$ cat src/rtl/bdq_pkg.sv
package bdq_pkg;

   localparam int DEPTH  = 16;
   localparam int ADDR_W = $clog2(DEPTH);
   localparam int OCC_W  = $clog2(DEPTH + 1);
   localparam int WORD_W = 32;

   localparam int REQ_W = 40;
   localparam int RSP_W = 104;

   localparam logic [1:0] MODE_PUSH_BACK  = 2'd0;
   localparam logic [1:0] MODE_PUSH_FRONT = 2'd1;
   localparam logic [1:0] MODE_POP_FRONT  = 2'd2;
   localparam logic [1:0] MODE_POP_BACK   = 2'd3;

   typedef struct packed {
      logic load_req;
      logic exec;
      logic read;
      logic refill;
      logic load_rsp;
   } bdq_cmd_type;

   typedef struct packed {
      logic need_refill;
      logic rsp_free;
   } bdq_status_type;

   function automatic logic [ADDR_W-1:0] ring_next(input logic [ADDR_W-1:0] i);
      return (i == ADDR_W'(DEPTH - 1)) ? '0 : i + 1'b1;
   endfunction

   function automatic logic [ADDR_W-1:0] ring_prev(input logic [ADDR_W-1:0] i);
      return (i == '0) ? ADDR_W'(DEPTH - 1) : i - 1'b1;
   endfunction

endpackage

$ cat src/rtl/bdq_ctrl.sv
module bdq_ctrl (
   input  logic                    clock,
   input  logic                    reset,
   input  logic                    req_tvalid,
   output logic                    req_tready,
   input  bdq_pkg::bdq_status_type status,
   output bdq_pkg::bdq_cmd_type    cmd
);

   typedef enum logic [2:0] {
      ST_IDLE,
      ST_EXEC,
      ST_READ,
      ST_REFILL,
      ST_RESULT
   } state_type;

   state_type state_ff;

   assign req_tready = (state_ff == ST_IDLE);

   always_comb begin
      cmd = '0;
      case (state_ff)
         ST_IDLE:   cmd.load_req = req_tvalid;
         ST_EXEC:   cmd.exec     = 1'b1;
         ST_READ:   cmd.read     = 1'b1;
         ST_REFILL: cmd.refill   = 1'b1;
         ST_RESULT: cmd.load_rsp = status.rsp_free;
         default:   cmd          = '0;
      endcase
   end

   always_ff @(posedge clock) begin
      if (reset) begin
         state_ff <= ST_IDLE;
      end else begin
         case (state_ff)
            ST_IDLE: begin
               if (req_tvalid) state_ff <= ST_EXEC;
            end
            ST_EXEC: begin
               // a pop that leaves words behind must fetch the new end word
               state_ff <= status.need_refill ? ST_READ : ST_RESULT;
            end
            ST_READ:   state_ff <= ST_REFILL;
            ST_REFILL: state_ff <= ST_RESULT;
            ST_RESULT: begin
               if (status.rsp_free) state_ff <= ST_IDLE;
            end
            default:   state_ff <= ST_IDLE;
         endcase
      end
   end

endmodule

$ cat src/rtl/bdq_dp.sv
module bdq_dp (
   input  logic                         clock,
   input  logic                         reset,
   input  logic [bdq_pkg::REQ_W-1:0]    req_tdata,
   output logic                         rsp_tvalid,
   input  logic                         rsp_tready,
   output logic [bdq_pkg::RSP_W-1:0]    rsp_tdata,
   input  bdq_pkg::bdq_cmd_type         cmd,
   output bdq_pkg::bdq_status_type      status
);

   localparam int AW = bdq_pkg::ADDR_W;
   localparam int OW = bdq_pkg::OCC_W;
   localparam int WW = bdq_pkg::WORD_W;

   logic [WW-1:0] mem [bdq_pkg::DEPTH];

   logic [1:0]    mode_ff;
   logic [WW-1:0] value_ff;
   logic [AW-1:0] head_ff, tail_ff;
   logic [OW-1:0] occ_ff;
   logic [WW-1:0] front_ff, back_ff;
   logic [WW-1:0] popped_ff;
   logic          pop_valid_ff, dropped_ff;
   logic [WW-1:0] rd_data_ff;
   logic [AW-1:0] rd_addr;
   logic          rsp_valid_ff;
   logic [bdq_pkg::RSP_W-1:0] rsp_data_ff;

   logic          is_push, is_full, is_empty;
   logic          wr_en;
   logic [AW-1:0] wr_addr;

   assign is_push  = (mode_ff == bdq_pkg::MODE_PUSH_BACK) ||
                     (mode_ff == bdq_pkg::MODE_PUSH_FRONT);
   assign is_full  = (occ_ff == OW'(bdq_pkg::DEPTH));
   assign is_empty = (occ_ff == '0);

   assign status.need_refill = !is_push && (occ_ff > OW'(1));
   assign status.rsp_free    = !rsp_valid_ff || rsp_tready;

   assign wr_en   = cmd.exec && is_push && !is_full;
   assign wr_addr = (mode_ff == bdq_pkg::MODE_PUSH_BACK) ? tail_ff
                                                         : bdq_pkg::ring_prev(head_ff);
   assign rd_addr = (mode_ff == bdq_pkg::MODE_POP_FRONT) ? head_ff
                                                         : bdq_pkg::ring_prev(tail_ff);

   always_ff @(posedge clock) begin
      if (wr_en) mem[wr_addr] <= value_ff;
   end

   always_ff @(posedge clock) begin
      if (cmd.read) rd_data_ff <= mem[rd_addr];
   end

   // payload, end-word cache and response data
   always_ff @(posedge clock) begin
      if (cmd.load_req) begin
         mode_ff  <= req_tdata[1:0];
         value_ff <= req_tdata[WW+1:2];
      end
      if (cmd.exec) begin
         popped_ff    <= '0;
         pop_valid_ff <= 1'b0;
         dropped_ff   <= 1'b0;
         case (mode_ff)
            bdq_pkg::MODE_PUSH_BACK: begin
               if (is_full) begin
                  dropped_ff <= 1'b1;
               end else begin
                  back_ff <= value_ff;
                  if (is_empty) front_ff <= value_ff;
               end
            end
            bdq_pkg::MODE_PUSH_FRONT: begin
               if (is_full) begin
                  dropped_ff <= 1'b1;
               end else begin
                  front_ff <= value_ff;
                  if (is_empty) back_ff <= value_ff;
               end
            end
            bdq_pkg::MODE_POP_FRONT: begin
               if (!is_empty) begin
                  popped_ff    <= front_ff;
                  pop_valid_ff <= 1'b1;
               end
            end
            bdq_pkg::MODE_POP_BACK: begin
               if (!is_empty) begin
                  popped_ff    <= back_ff;
                  pop_valid_ff <= 1'b1;
               end
            end
            default: ;
         endcase
      end
      if (cmd.refill) begin
         if (mode_ff == bdq_pkg::MODE_POP_FRONT) front_ff <= rd_data_ff;
         else                                    back_ff  <= rd_data_ff;
      end
      if (cmd.load_rsp) begin
         rsp_data_ff <= {4'b0000, dropped_ff, is_full, is_empty,
                         is_empty ? '0 : back_ff,
                         is_empty ? '0 : front_ff,
                         pop_valid_ff, popped_ff};
      end
   end

   // ring pointers, occupancy and response valid
   always_ff @(posedge clock) begin
      if (reset) begin
         head_ff      <= '0;
         tail_ff      <= '0;
         occ_ff       <= '0;
         rsp_valid_ff <= 1'b0;
      end else begin
         if (cmd.exec) begin
            case (mode_ff)
               bdq_pkg::MODE_PUSH_BACK: begin
                  if (!is_full) begin
                     tail_ff <= bdq_pkg::ring_next(tail_ff);
                     occ_ff  <= occ_ff + 1'b1;
                  end
               end
               bdq_pkg::MODE_PUSH_FRONT: begin
                  if (!is_full) begin
                     head_ff <= bdq_pkg::ring_prev(head_ff);
                     occ_ff  <= occ_ff + 1'b1;
                  end
               end
               bdq_pkg::MODE_POP_FRONT: begin
                  if (!is_empty) begin
                     head_ff <= bdq_pkg::ring_next(head_ff);
                     occ_ff  <= occ_ff - 1'b1;
                  end
               end
               bdq_pkg::MODE_POP_BACK: begin
                  if (!is_empty) begin
                     tail_ff <= bdq_pkg::ring_prev(tail_ff);
                     occ_ff  <= occ_ff - 1'b1;
                  end
               end
               default: ;
            endcase
         end
         if (cmd.load_rsp)     rsp_valid_ff <= 1'b1;
         else if (rsp_tready)  rsp_valid_ff <= 1'b0;
      end
   end

   assign rsp_tvalid = rsp_valid_ff;
   assign rsp_tdata  = rsp_data_ff;

endmodule

$ cat src/rtl/bounded_deque.sv
// Sequence: for a push, or a pop that leaves the deque empty or finds it empty, the request
// passes the EXEC and RESULT states before rsp_tvalid rises. For a pop that leaves words
// behind it passes EXEC, READ, REFILL and RESULT, as one registered read of the ring store
// refetches the new end word. RESULT waits until the response register is free; the
// controller handles one request at a time, the response register frees the input side.
// Reset (synchronous, active high) empties the deque and drops a pending response;
// store contents are not cleared, only occupied entries are ever read.
module bounded_deque (
   input  logic                      clock,
   input  logic                      reset,
   input  logic                      req_tvalid,
   output logic                      req_tready,
   input  logic [bdq_pkg::REQ_W-1:0] req_tdata,  // mode[1:0], value[33:2], zero pad
   output logic                      rsp_tvalid,
   input  logic                      rsp_tready,
   // popped[31:0], pop_valid[32], front_value[64:33], back_value[96:65],
   // is_empty[97], is_full[98], push_dropped[99], zero pad
   output logic [bdq_pkg::RSP_W-1:0] rsp_tdata
);

   bdq_pkg::bdq_cmd_type    cmd;
   bdq_pkg::bdq_status_type status;

   bdq_ctrl u_ctrl (
      .clock      (clock),
      .reset      (reset),
      .req_tvalid (req_tvalid),
      .req_tready (req_tready),
      .status     (status),
      .cmd        (cmd)
   );

   bdq_dp u_dp (
      .clock      (clock),
      .reset      (reset),
      .req_tdata  (req_tdata),
      .rsp_tvalid (rsp_tvalid),
      .rsp_tready (rsp_tready),
      .rsp_tdata  (rsp_tdata),
      .cmd        (cmd),
      .status     (status)
   );

endmodule
$ cat config.mk
export PLATFORM = sky130hd
export DESIGN_NAME = bounded_deque
export DESIGN_NICKNAME = d
export VERILOG_FILES = /design/src/rtl/bdq_pkg.sv /design/src/rtl/bdq_ctrl.sv /design/src/rtl/bdq_dp.sv /design/src/rtl/bounded_deque.sv
export SDC_FILE = /design/constraint.sdc
export NUM_CORES = 1
export LEC_CHECK = 0
export BUFFER_PORTS_ARGS = -buffer_cell sky130_fd_sc_hd__buf_4
export CORE_MARGIN = 5
export CORE_UTILIZATION = 52
export CTS_CLUSTER_DIAMETER = 30
export CTS_CLUSTER_SIZE = 40
export DETAILED_ROUTE_END_ITERATION = 10
export GPL_TIMING_DRIVEN = 0
export HOLD_SLACK_MARGIN = 0.1
export PLACE_DENSITY = 0.78
export SETUP_SLACK_MARGIN = 0.2
export SLEW_MARGIN = 0
export SYNTH_ARGS = -nofsm -noshare
export SYNTH_HDL_FRONTEND = slang
export SYNTH_SLANG_ARGS = --single-unit
$ cat constraint.sdc
create_clock -name clock -period 6.75 [get_ports clock]
set_input_delay 0 -clock clock [delete_from_list [all_inputs] [get_ports clock]]
set_output_delay 0 -clock clock [all_outputs]
set_load 0.01 [all_outputs]
Word-level counts from Yosys, hierarchy flattened
Memory sizes are Yosys's and may differ from the RTL's. A register that Yosys moved wholly into a read port is not among the register bits.
Index checks and enable logic that the tools add are counted.

word-level totals
  latch bits = 0
  logic and storage cells = 108
  memory bits (writable) = 512
  memories = 1
  output and inout bits = 106
  ROM bits = 0
  flip-flop bits (word level) = 249

memories
  name      depth  bits a word  rd ports  clocked after memory_dff  wr ports  line          RTL
  u_dp.mem  16     32           1         1                         1         bdq_dp.sv:16  logic [WW-1:0] mem [bdq_pkg::DEPTH];

cells by class
  divide/modulo/power cells = 0
  add/sub/neg operators = 6
  bitwise logic cells = 0
  $mul = 0
  reductions and logical operators = 22
  equal/unequal tests = 18
  mux-type cells = 47
  shift-type cells = 0
  order comparisons = 1

operator list
  kind                                                                              number
  32-bit 2-to-1 mux                                                                 14
  32-bit case mux with 2 select lines                                               3
  4-bit 2-to-1 mux                                                                  10
  4-bit case mux with 2 select lines                                                2
  3-bit case mux with 5 select lines                                                1
  2-bit inequality test (second input constant)                                     7
  1-bit 2-to-1 mux                                                                  11
  5-bit 2-to-1 mux                                                                  2
  5-bit case mux with 2 select lines                                                1
  3-bit 2-to-1 mux                                                                  3
  4-bit by 1-bit adder with 4-bit output (second input constant)                    2
  4-bit == test (second input constant)                                             2
  4-bit logical NOT                                                                 2
  4-bit AND reduction                                                               2
  4-bit by 1-bit subtractor with 4-bit output (second input constant)               2
  3-bit by 2-bit == test with 1-bit output (second input constant)                  2
  2-bit nonzero test                                                                3
  5-bit by 1-bit adder with 5-bit output (second input constant)                    1
  5-bit == test (second input constant)                                             1
  5-bit by 1-bit greater-than comparator with 1-bit output (second input constant)  1
  5-bit logical NOT                                                                 1
  5-bit by 1-bit subtractor with 5-bit output (second input constant)               1
  2-bit == test (second input constant)                                             2
  2-bit OR reduction                                                                2
  other kinds (11)                                                                  16

Depth between registers and ports, before layout
  depth in word-level cells = 7
  mapped depth = 10
  mapped depth without buffers = 9

Modules after synthesis
A second synthesis with hierarchy kept.

second synthesis, totals
  cells, all modules = 1973
  area total of the unflattened synthesis = 31475.2 µm²

by module, submodules not included
  module    area each (µm²)  cells each  instances  sequential area each (µm²)
  bdq_dp    31276.2          1952        1          22942.0
  bdq_ctrl  198.9            21          1          60.1

Worst setup path after synthesis
OpenSTA, ideal clock, no wires.

  kind = flip-flop to flip-flop
  start point = reg u_ctrl.state_ff[2]
  end point = reg u_dp.rsp_data_ff (netlist bit u_dp.rsp_tdata[0]) (enable)
  arrival time = 5439 ps
  cell stages (with the launch flop) = 4
  clock period less this slack = 6010 ps
  library setup time = 571 ps
  slack = 740 ps
  required time = 6179 ps
  cell sequence = dfxtp_1 -> clkbuf_1 -> or3b_2 -> nor2b_1

RTL lines
  item                    line            RTL
  from (decl)             bdq_ctrl.sv:18  state_type state_ff;
  from (signal assigned)  bdq_ctrl.sv:44  state_ff <= status.need_refill ? ST_READ : ST_RESULT;
  to (signal assigned)    bdq_dp.sv:103   rsp_data_ff <= {4'b0000, dropped_ff, is_full, is_empty,
  to (decl)               bdq_dp.sv:28    logic [bdq_pkg::RSP_W-1:0] rsp_data_ff;

Worst setup path after layout
  start point = reg u_dp.occ_ff[0]
  end point = mem u_dp.mem[0][20] (netlist bit) (enable)

on the way
  word-level cells in the longest chain between the ends = 5

RTL lines
  item                                    line           RTL
  from (decl)                             bdq_dp.sv:21   logic [OW-1:0] occ_ff;
  from (signal assigned)                  bdq_dp.sv:123  occ_ff <= occ_ff + 1'b1;
  from (signal assigned)                  bdq_dp.sv:129  occ_ff <= occ_ff + 1'b1;
  from (signal assigned)                  bdq_dp.sv:135  occ_ff <= occ_ff - 1'b1;
  5-bit == test                           bdq_dp.sv:36   assign is_full = (occ_ff == OW'(bdq_pkg::DEPTH));
  via u_dp.is_full                        bdq_dp.sv:30   logic is_push, is_full, is_empty;
  1-bit logical NOT                       bdq_dp.sv:42   assign wr_en = cmd.exec && is_push && !is_full;
  1-bit logical AND                       bdq_dp.sv:42
  1-bit 2-to-1 mux                        bdq_dp.sv:49   if (wr_en) mem[wr_addr] <= value_ff;
  1-bit 2-to-1 mux (not written as such)  bdq_dp.sv:49
  to (decl)                               bdq_dp.sv:16

The timed path passes the listed nets, and every way through them passes these cells.

==> metrics.md <==
| Metric | Value |
|---|---|
| Status | `finished clean` |
| Slowest cell on the critical path | `nor4_1` |
| PortBufs | `138` |
| Place WS | `2959 ps` |
| Worst endpoint required time | `slightly above 7000 ps` |
| Final antenna-violating net count | `0` |
| Synth Area in Compound Gates | `0.08339` |
| IO Count | `150` |
| Post-Syn Area | `around 30000 um2` |
| Cell breakdown of the critical path | `inv_1 > ha_1 > nor3b_4 > nand2_1 > inv_1 > nor4_1 > nand2_1 > nor2_4 > buf_16` |
| Fmax | `~250 MHz` |
| Worst Setup End Kind | `register` |
| Nature of the critical path startpoint | `register` |
| Final Critical Period | `about 4000 ps` |
| Setup_tns | `0 ps` |
| GRT Residual Overflow | `0` |
| Crit path kind | `reg2reg` |
| Maximum vdd ir drop | `approximately 300 uV` |
| Min-delay worst type | `in2reg` |
| Critical Path Max Stage Delay | `between 600 and 700 ps` |
| RSZ-0062 raised after global routing | `no` |
| Vias in the first global route | `18094` |
| Core Region | `just under 60000 um2` |
| First-pass GRT wire length | `approximately 110 mm` |
| Layout net count | `approximately 2100` |
| Max-Cap Viols | `0` |
| Yosys warns | `0` |
| Worst Tran Pin Value | `roughly 1100 ps` |
| Mapped Cells | `roughly 1600` |
| Antenna violations before repair | `1` |
| LEAKAGE | `roughly 13 nW` |
| Worst slew margin | `0.2532` |
| Clk_skew | `26.45 ps` |
| DP Cell Count | `~2600` |
| Power Density | `~370 nW/um2` |
| Clk pin slew, worst setup/hold paths | `roughly 50 ps` |
| Synth Area in XOR/XNOR | `0.002874` |
| TritonCTS clock tree | `yes` |
| Post-DP HPWL | `47.85 mm` |
| Post-synth EDFFs | `between 700 and 800` |
| Final Max Slew Viols | `0` |
| Via count | `about 18000` |
| Clk root buf | `clkbuf_16` |
| Most used DFF post-synth | `edfxtp_1` |
| Worst-case clock buffer depth | `3` |
| Largest net degree at the start of global routing | `44` |
| DRC Markers | `0` |
| Synthesis-to-layout area growth | `25.67%` |
| Post-synthesis adder-cell area fraction | `0.004927` |
| Clock Sinks | `793` |
| Largest family of logic cells by synthesized area | `multiplexers` |
| Non-filler cells, final | `2881` |
| Die height | `252.1 um` |
| WL final | `~75 mm` |
| Final setup vio count | `0` |
| Fillers | `around 3700` |
| Die boundary width | `roughly 250 um` |
| Routability cong. | `0.9133` |
| Initial DRC Count | `1856` |
| Worst path arrival time | `about 4400 ps` |
| Gr usage total | `0.2369` |
| Final core occ | `0.6613` |
| CTS Buf Count | `between 100 and 150` |
| WL per Instance | `between 20 and 30 um` |
| Setup Fix Bufs, Post-CTS | `0` |
| Placed cell area | `between 30000 and 40000 um2` |
| Fin crit share | `0.5901` |
| Critical Path Fanout Max | `17` |
| Sequential area share after synthesis | `0.7548` |
| Initial core utilization | `0.5262` |
| Via-to-Cell Ratio | `6.080` |
| First-pass DRT Iterations | `6` |
| Post-synthesis average cell area | `around 19 um2` |
| Core Rows | `a little under 90` |
| Die ar. | `between 60000 and 70000 um2` |
| Post-Synth Simple-Gate Area | `0.03556` |
| Gates resized, CTS repair | `0` |
| Final hold vios | `0` |
| Ys async rst share | `0` |
| Fin area | `roughly 38000 um2` |
| Post-synthesis mux area share | `0.09837` |
| H-tree Lvls | `4` |
| Layout cell share with drive strength beyond 1 | `0.2930` |
| # hold bufs at CTS | `73` |
| Most common cell after layout, fill and taps aside | `edfxtp_1` |
| Final setup margin | `2767 ps` |
| Synth cell types | `63` |
| Worst-Skew Late Latency | `between 700 and 800 ps` |
| Most frequent cells in the layout | `edfxtp_1, a22oi_1, buf_4` |
| Antenna diode count | `0` |
| Number of synthesized register bits | `793` |
-- area by class of cell --
type	count	area (um2)	area share
clock buffer	145	3395	0.08864
sequential	793	23000	0.6006
timing repair buffer	232	2290	0.05979
multi-input combinational	728	7014	0.1832
clock inverter	95	1031	0.02692
tap	765	957.2	0.02499
inverter	15	57.56	0.001503
buffer	108	550.5	0.01438
-- kinds of logic after synthesis --
family / Yosys count
other: 1
buffers and inverters: 123
xor gates and xnor gates: 10
DFF: 793
adders and majority gates: 12
and+or+nand+nor: 212
AOI/OAI and AO/OA: 351
muxes: 139
-- final timing paths --
path | startpoint | endpoint | slack [ps] | cells past startpoint
worst max-delay path | u_dp.occ_ff[0] | u_dp.mem[0][20] | 2770 | 9
worst min-delay path | reset | u_dp.head_ff[2] | 260 | 3
worst max register to register | u_dp.occ_ff[0] | u_dp.mem[0][20] | 2770 | 9
worst min register to register | u_dp.popped_ff[23] | u_dp.rsp_tdata[23] | 420 | 0
-- stage by stage --
stage / power [mW] / hold slack (ps)
6_report: 14.13 / 256.9
5_1_grt: 14.61 / 306.3
4_1_cts: 14.16 / 224.6
3_5_place_dp: 7.531 / 179.5
3_3_place_gp: 7.437 / 179.4
2_1_floorplan: 6.956 / 98.87
-- critical path: cells and delay by family, from the launching register on --
family        cells  cell delay, ps
fa+ha+maj         1             230
buf+inv           3             610
flops             1             440
simple gates      5            2370
-- power breakdown --
group	internal [mW]	total, mW	switching, mW
Combinational	0.635	1.48	0.845
Sequential	5.72	6.06	0.344
Clock	4.19	6.59	2.40
-- flip-flops by register name, summed over array words and instances (netlist names) --
register           cells
u_dp.rsp_tdata       100
u_dp.pop_valid_ff      1
u_dp.front_ff         32
u_dp.head_ff           4
u_dp.rd_data_ff       32
u_dp.tail_ff           4
u_dp.popped_ff        32
u_dp.mem             512
u_dp.rsp_tvalid        1
u_ctrl.state_ff        3
u_dp.back_ff          32
u_dp.dropped_ff        1
u_dp.value_ff         32
u_dp.mode_ff           2
u_dp.occ_ff            5
-- cells in the mapped netlist, drive strengths merged, types with 7 or more instances --
| cell | number | area [um2] |
|---|---|---|
| a211oi | 7 | 57.55 |
| a21oi | 21 | 108.9 |
| a22o | 31 | 271.5 |
| a22oi | 187 | 1474 |
| buf | 70 | 407.9 |
| clkbuf | 38 | 142.6 |
| dfxtp | 81 | 1622 |
| edfxtp | 712 | 21380 |
| ha | 12 | 150.1 |
| inv | 14 | 52.55 |
| mux2i | 7 | 70.07 |
| mux4 | 128 | 2883 |
| nand2 | 65 | 244.0 |
| nor2 | 49 | 188.9 |
| nor2b | 68 | 425.4 |
| o21ai | 80 | 400.4 |
| xnor2 | 7 | 61.31 |
-- per-layer routing --
layer,share of wire,global-route usage,vias to the layer above
li1,-,-,7475
met4,0.033,0.09181,2
met1,0.37,0.3018,8854
met5,0.00017,0,-
met3,0.091,0.06206,166
met2,0.50,0.3947,1019
(Power assumes the default switching activity.)
